[config.mk]
export PLATFORM = sky130hd
export DESIGN_NAME = pchg_div
export DESIGN_NICKNAME = d
export VERILOG_FILES = /design/src/hdl/pchg_pkg.sv /design/src/hdl/pchg_div.sv
export SDC_FILE = /design/constraint.sdc
export NUM_CORES = 1
export LEC_CHECK = 0
export ABC_CLOCK_PERIOD_IN_PS = 5000
export BUFFER_PORTS_ARGS = -buffer_cell sky130_fd_sc_hd__clkbuf_2
export CAP_MARGIN = 20
export CORE_ASPECT_RATIO = 1.75
export CORE_UTILIZATION = 25
export CTS_BUF_LIST = sky130_fd_sc_hd__clkbuf_16
export DETAILED_ROUTE_END_ITERATION = 8
export MAX_ROUTING_LAYER = met4
export PLACE_DENSITY = 0.42
export SLEW_MARGIN = 15
export SYNTH_ARGS = -nofsm -noshare
export SYNTH_HDL_FRONTEND = slang
export SYNTH_SLANG_ARGS = --single-unit
[constraint.sdc]
create_clock -name i_clk -period 5 [get_ports i_clk]
set_clock_uncertainty 0.05 [all_clocks]
set_input_delay 0.75 -clock i_clk [delete_from_list [all_inputs] [get_ports i_clk]]
set_output_delay 0.75 -clock i_clk [all_outputs]
set_load 0.01 [all_outputs]
[src/hdl/pchg_pkg.sv]
// ---------------------------------------------------------------------------
// pchg_pkg
// Shared types and constants of the point cloud height grid.
// ---------------------------------------------------------------------------
`timescale 1ns / 1ps
`default_nettype none

package pchg_pkg;

    // Operation codes of an input word
    localparam logic [1:0] OP_CLEAR = 2'd0;
    localparam logic [1:0] OP_POINT = 2'd1;
    localparam logic [1:0] OP_READ  = 2'd2;
    localparam logic [1:0] OP_NOP   = 2'd3;

    // Configuration register indexes
    localparam logic [2:0] REG_CROP_Z_MIN    = 3'd0;
    localparam logic [2:0] REG_CROP_Z_MAX    = 3'd1;
    localparam logic [2:0] REG_OVERHEAD      = 3'd2;
    localparam logic [2:0] REG_CELL_SIZE     = 3'd3;
    localparam logic [2:0] REG_ROI_CENTER_X  = 3'd4;

    localparam int CoordW = 24;
    localparam int CsW    = 16;
    localparam int CntW   = 16;

    // One grid cell as stored in memory
    typedef struct packed {
        logic                     used;
        logic [CntW-1:0]          count;
        logic signed [CoordW-1:0] hmax;
        logic signed [CoordW-1:0] hmin;
        logic                     low_used;
        logic signed [CoordW-1:0] low_max;
    } t_cell;

endpackage

`default_nettype wire

[src/hdl/pchg_div.sv]
// ---------------------------------------------------------------------------
// pchg_div
// Restoring divider, one quotient bit per cycle, two dividends in parallel
// sharing one divisor. Dividends are nonnegative and below divisor << QB.
// ---------------------------------------------------------------------------
`timescale 1ns / 1ps
`default_nettype none

module pchg_div
    import pchg_pkg::*;
#(
    parameter int DW = 30,
    parameter int QB = 6
) (
    input  wire            i_clk,
    input  wire            i_rst_n,
    input  wire            i_start,
    input  wire [DW-1:0]   i_num_a,
    input  wire [DW-1:0]   i_num_b,
    input  wire [CsW:0]    i_den,
    output logic           o_done,
    output logic [QB-1:0]  o_quo_a,
    output logic [QB-1:0]  o_quo_b
);

    localparam int CW = $clog2(QB + 1);

    logic            r_busy;
    logic            r_done;
    logic [CW-1:0]   r_cnt;
    logic [DW-1:0]   r_ra;
    logic [DW-1:0]   r_rb;
    logic [DW-1:0]   r_dv;
    logic [QB-1:0]   r_qa;
    logic [QB-1:0]   r_qb;
    logic            ge_a;
    logic            ge_b;

    assign ge_a = (r_ra >= r_dv);
    assign ge_b = (r_rb >= r_dv);

    // Control: count quotient bits
    always_ff @(posedge i_clk) begin
        if (!i_rst_n) begin
            r_busy <= 1'b0;
            r_done <= 1'b0;
            r_cnt  <= '0;
        end else begin
            r_done <= 1'b0;
            if (i_start) begin
                r_busy <= 1'b1;
                r_cnt  <= CW'(QB - 1);
            end else if (r_busy) begin
                if (r_cnt == '0) begin
                    r_busy <= 1'b0;
                    r_done <= 1'b1;
                end else begin
                    r_cnt <= r_cnt - 1'b1;
                end
            end
        end
    end

    // Datapath: trial subtract and shift
    always_ff @(posedge i_clk) begin
        if (i_start) begin
            r_ra <= i_num_a;
            r_rb <= i_num_b;
            r_dv <= DW'(i_den) << (QB - 1);
            r_qa <= '0;
            r_qb <= '0;
        end else if (r_busy) begin
            if (ge_a) begin
                r_ra <= r_ra - r_dv;
            end
            if (ge_b) begin
                r_rb <= r_rb - r_dv;
            end
            r_qa <= QB'({r_qa, ge_a});
            r_qb <= QB'({r_qb, ge_b});
            r_dv <= r_dv >> 1;
        end
    end

    assign o_done  = r_done;
    assign o_quo_a = r_qa;
    assign o_quo_b = r_qb;

endmodule

`default_nettype wire

==> Word-level counts from Yosys, hierarchy flattened <==
Cells that the tools add are included.
{ "classes": {"n_bitwise": 3, "n_lt_le_gt_ge": 2, "eq_ne": 1, "n_reduce_logical": 10, "n_addsub": 3, "n_mux": 15} }
{ "op_table": {"columns": ["cell", "n"], "rows": [
  ["$mux 30", 6],
  ["$ge 30x22->1", 2],
  ["$sub 30x22->30", 2],
  ["$mux 22", 2],
  ["$mux 3", 3],
  ["$reduce_and 2->1", 4],
  ["$reduce_bool 2->1", 3],
  ["$mux 1", 4],
  ["$logic_not 3->1", 1],
  ["$not 1->1", 3],
  ["$reduce_or 3->1", 1],
  ["$sub 3x1->3 const B", 1],
  ["$ne 2x2->1 const B", 1],
  ["$reduce_or 2->1", 1]
]} }
{ "totals": {"word_cells": 44, "inputBits": 80, "output_inout_bits": 13, "regBits": 99} }

==> Longest topological paths before layout <==
{ "depth": {"ltp_word": 4, "ltp_mapped": 10, "ltp_nobuf": 10} }

==> Worst setup path before layout <==
Ideal clock, no wire load.
{ "synth_timing": {"kind": "register to register", "from": "register r_rb[0]", "to": "register r_rb[0] (enable)", "t_arrival_ns": 4.088, "required_time_ns": 4.491, "synth_period_minus_slack_ns": 4.597, "path_stages_with_launch": 11, "setup_ns": 0.459, "path_buffers": 0, "path_slack_ns": 0.403, "cell_sequence": "edfxtp_1 > inv_1 > ha_1 > fa_1 > nor2b_1 > o31a_1 > o31a_1 > o21ai_1 > a21oi_1 > nor3b_1 > o21ai_0"} }
{ "synth_via": {"elab_chain_cells": 3} }
{ "synth_rtl": {"columns": ["item", "line_no", "rtl"], "rows": [
  ["start, declared", "pchg_div.sv:32", "logic [DW-1:0] r_rb;"],
  ["start signal, assigned", "pchg_div.sv:68", "r_rb <= i_num_b;"],
  ["start signal, assigned", "pchg_div.sv:77", "r_rb <= r_rb - r_dv;"],
  ["$ge 30x22->1", "pchg_div.sv:40", "assign ge_b = (r_rb >= r_dv);"],
  ["$reduce_bool 2->1 (no line)", null, null],
  ["$reduce_and 2->1 (no line)", null, null]
]} }
No other way between the ends.
A chain may end at the register's enable or synchronous reset.

==> Final worst setup path <==
{ "layout_timing": {"from": "register r_rb[0]", "to": "register r_rb[16] (enable)"} }
The elaborated chain is that of the path after synthesis.

==> results.cfg <==
[outcome]
status = completed

[clocking]
cts-resized-gates = 0
cts_sinks = 99
root_buffer = clkbuf_16
cts.htree.levels = 3
cts_tree = yes
clk_path_buf_depth = 2
holdBufCountCts = 0
clk_pin_slew_ps = 80
post_cts_buffers = 0
insertion_delay_ps = 370
cts_made_buffers = 9

[grt]
grt_max_degree = 59
antenna_found_initial = 0
grt_pass1_vias = 6259
grt_pass1_wl_um = 34480
grt-ovfl-total = 0
grt_use_total = 0.1657

[pwr]
ir_drop_v = 0.0002101
finalPower_mw = 3.341
leakagePower_nw = 3.283
power_density_mw_per_mm2 = 411.4

[final_layout]
nNetsFinal = 968
area_growth_pct = 16.10
n_antenna_cell = 0
drive_gt1_frac = 0.1538
final_common_cell = nand2_1
seqCellArea_mm2 = 0.002753
layout.cells.most_common_list = nand2_1 (98), clkbuf_2 (91), edfxtp_1 (77)
n_fill_cell = 3029
multi_input_area_mm2 = 0.003949

[floorplanning]
num_rows = 80
ioPinCount = 93
die_w_um = 128.5
fp.coreArea_mm2 = 0.02743
die_h_um = 223.3
start_util = 0.2551
die_area_mm2 = 0.02868

[placement]
gp_congestion = 0.8295
hpwl_um = 17540
portBuffers = 92

[routing]
postRouteAntennaNets = 0
vias_per_cell = 4.959
first_pass_iters = 4
drt_iter0_drc = 356
vias = 6020
drcViolationCount = 0
routedWlPerCell_um = 18.36
drt_wl_total_um = 22290

[critical_path]
cp_common_cell = o31a_1
worst_ep_arrival_time_ps = 3440
crit_type = flop to flop
r2r_end = r_rb[16]
crit_chain = inv_1, ha_1, fa_1, nor2b_1, o31a_1, o31a_1, o21ai_1, a21oi_1, nor3b_1, o21ai_2, buf_4
crit_path_end_kind = flop
slowest_delay_ps = 640
cp_max_fo = 20
cp.required_ps = 5000
rrSetupSlack_ps = 1560
start_kind = flop
crit_slowest_cell = a21oi_1
r2r_cells = 11
reg2reg_from = r_rb[0]

[sta]
period_share = 0.6880
setup_viol_count_final = 0
tightest_slew_ps = 782.4
hold_violations = 0
fin_tns_setup_ps = 0
fin_crit_ps = 3440
rsz0062_at_grt = false
relSlewSlack = 0.4771
fmax_mhz = 290.7
slew_violations = 0

[min_path]
holdCritPathClass = flop to flop
worstHoldEndpoint = o_quo_b[5]
hold_start = o_quo_b[5]
hold_depth = 2

[yosys]
synth_ff_type = edfxtp_1
yosysUniqueCellTypes = 70
syn_area_mm2 = 0.006995
synth-edff-count = 77
ys_warn_count = 0
syn_nets = 897
syn_area_per_cell_um2 = 9.097
yosys_register_bits = 99
synth-async-reset-ratio = 0
synth_cells = 769
ys_seq_area_frac = 0.3935

[flow_run]
max-cap-violations = 0
==> worst max-delay path, delay by kind of cell, from the launching register on <==
| family | cells | cell delay, ps |
|---|---|---|
| AOI/OAI and AO/OA | 5 | 1430 |
| adders and majority gates | 2 | 620 |
| buffers and inverters | 2 | 380 |
| DFF | 1 | 320 |
| and+or+nand+nor | 2 | 310 |
==> state kept, by name, indices dropped and copies added (netlist names) <==
| register | count |
|---|---|
| r_ra | 30 |
| r_rb | 30 |
| r_dv | 22 |
| o_quo_a | 6 |
| o_quo_b | 6 |
| r_cnt | 3 |
| o_done | 1 |
| r_busy | 1 |
==> report_power, final <==
part / internal (mW) / total (mW) / switching (mW)
Clock: 0.354 / 0.732 / 0.379
Sequential: 1.06 / 1.13 / 0.0716
Combinational: 0.576 / 1.48 / 0.899
==> final cells by class <==
type / instances / area share
clock inverters: 7 / 0.007857
clock buffers: 9 / 0.02773
multi-input cells: 592 / 0.4862
repair buffers: 101 / 0.06532
flip-flops and latches: 99 / 0.3389
well taps: 369 / 0.05685
inverters: 37 / 0.01710
==> worst max-delay path by stage <==
stage          startpoint        to  slack [ps]  cells after the start
2_1_floorplan     r_rb[0]   r_rb[0]         400                     10
5_1_grt           r_rb[0]  r_rb[16]        1340                     11
4_1_cts           r_rb[0]  r_rb[16]        1530                     11
3_5_place_dp      r_rb[0]  r_rb[16]        1550                     11
3_3_place_gp      r_rb[0]  r_rb[16]        1530                     11
6_report          r_rb[0]  r_rb[16]        1560                     11
==> metal layers <==
layer  share of wire  vias to the layer above  GRT usage
li1                -                     3001          -
met1            0.40                     2862     0.1738
met2            0.54                      122     0.3011
met3           0.030                       35    0.02398
met4           0.032                        0    0.07438
met5               0                        -          -
==> Yosys cell counts (4+ instances only) <==
cell type | n | area, um^2
and2_1 | 5 | 31.28
and3_1 | 6 | 37.54
nand2b_1 | 6 | 37.54
nor3_1 | 13 | 65.06
a22o_1 | 14 | 122.6
o21a_1 | 13 | 97.59
o21ai_1 | 6 | 30.03
a21o_1 | 18 | 135.1
edfxtp_1 | 77 | 2312
dfxtp_1 | 22 | 440.4
mux2i_1 | 21 | 210.2
buf_2 | 4 | 20.02
a21oi_1 | 42 | 210.2
a22oi_1 | 4 | 30.03
ha_1 | 46 | 575.6
nor2_1 | 50 | 187.7
o21bai_1 | 5 | 37.54
nor2b_1 | 9 | 56.30
o31ai_1 | 9 | 67.56
nand2_1 | 98 | 367.9
xor2_1 | 16 | 140.1
nor4_1 | 7 | 43.79
or3_1 | 8 | 50.05
xnor2_1 | 24 | 210.2
mux2_2 | 4 | 45.04
o211ai_1 | 7 | 52.55
buf_1 | 8 | 30.03
inv_1 | 37 | 138.9
o21ai_0 | 60 | 300.3
nand4_1 | 11 | 68.82
nand3_1 | 12 | 60.06
clkbuf_1 | 29 | 108.9
a31oi_1 | 10 | 62.56
or4_1 | 7 | 52.55
a211oi_1 | 7 | 52.55
==> cell families after synthesis <==
group                    synth area share
AO/OA/AOI/OAI                      0.2220
XOR/XNOR                          0.05008
adder cells (fa/ha/maj)           0.08800
buffers and inverters             0.04257
flip-flops                         0.3935
multiplexers                      0.03649
AND/OR/NAND/NOR                    0.1674
==> stage by stage <==
step | setup slack, ps | util | hold slack (ps) | instances | instance area (um^2)
6_report | 1560 | 0.2961 | 459.5 | 1214 | 8122
5_1_grt | 1335 | 0.2961 | 481.5 | 1214 | 8122
4_1_cts | 1528 | 0.2958 | 463.7 | 1213 | 8114
3_3_place_gp | 1529 | 0.2853 | 425.5 | 1197 | 7825
3_5_place_dp | 1545 | 0.2853 | 443.4 | 1197 | 7825
2_1_floorplan | 403.5 | - | 433.0 | 769 | 6995
Note: power is estimated with default switching activity, not from simulation.
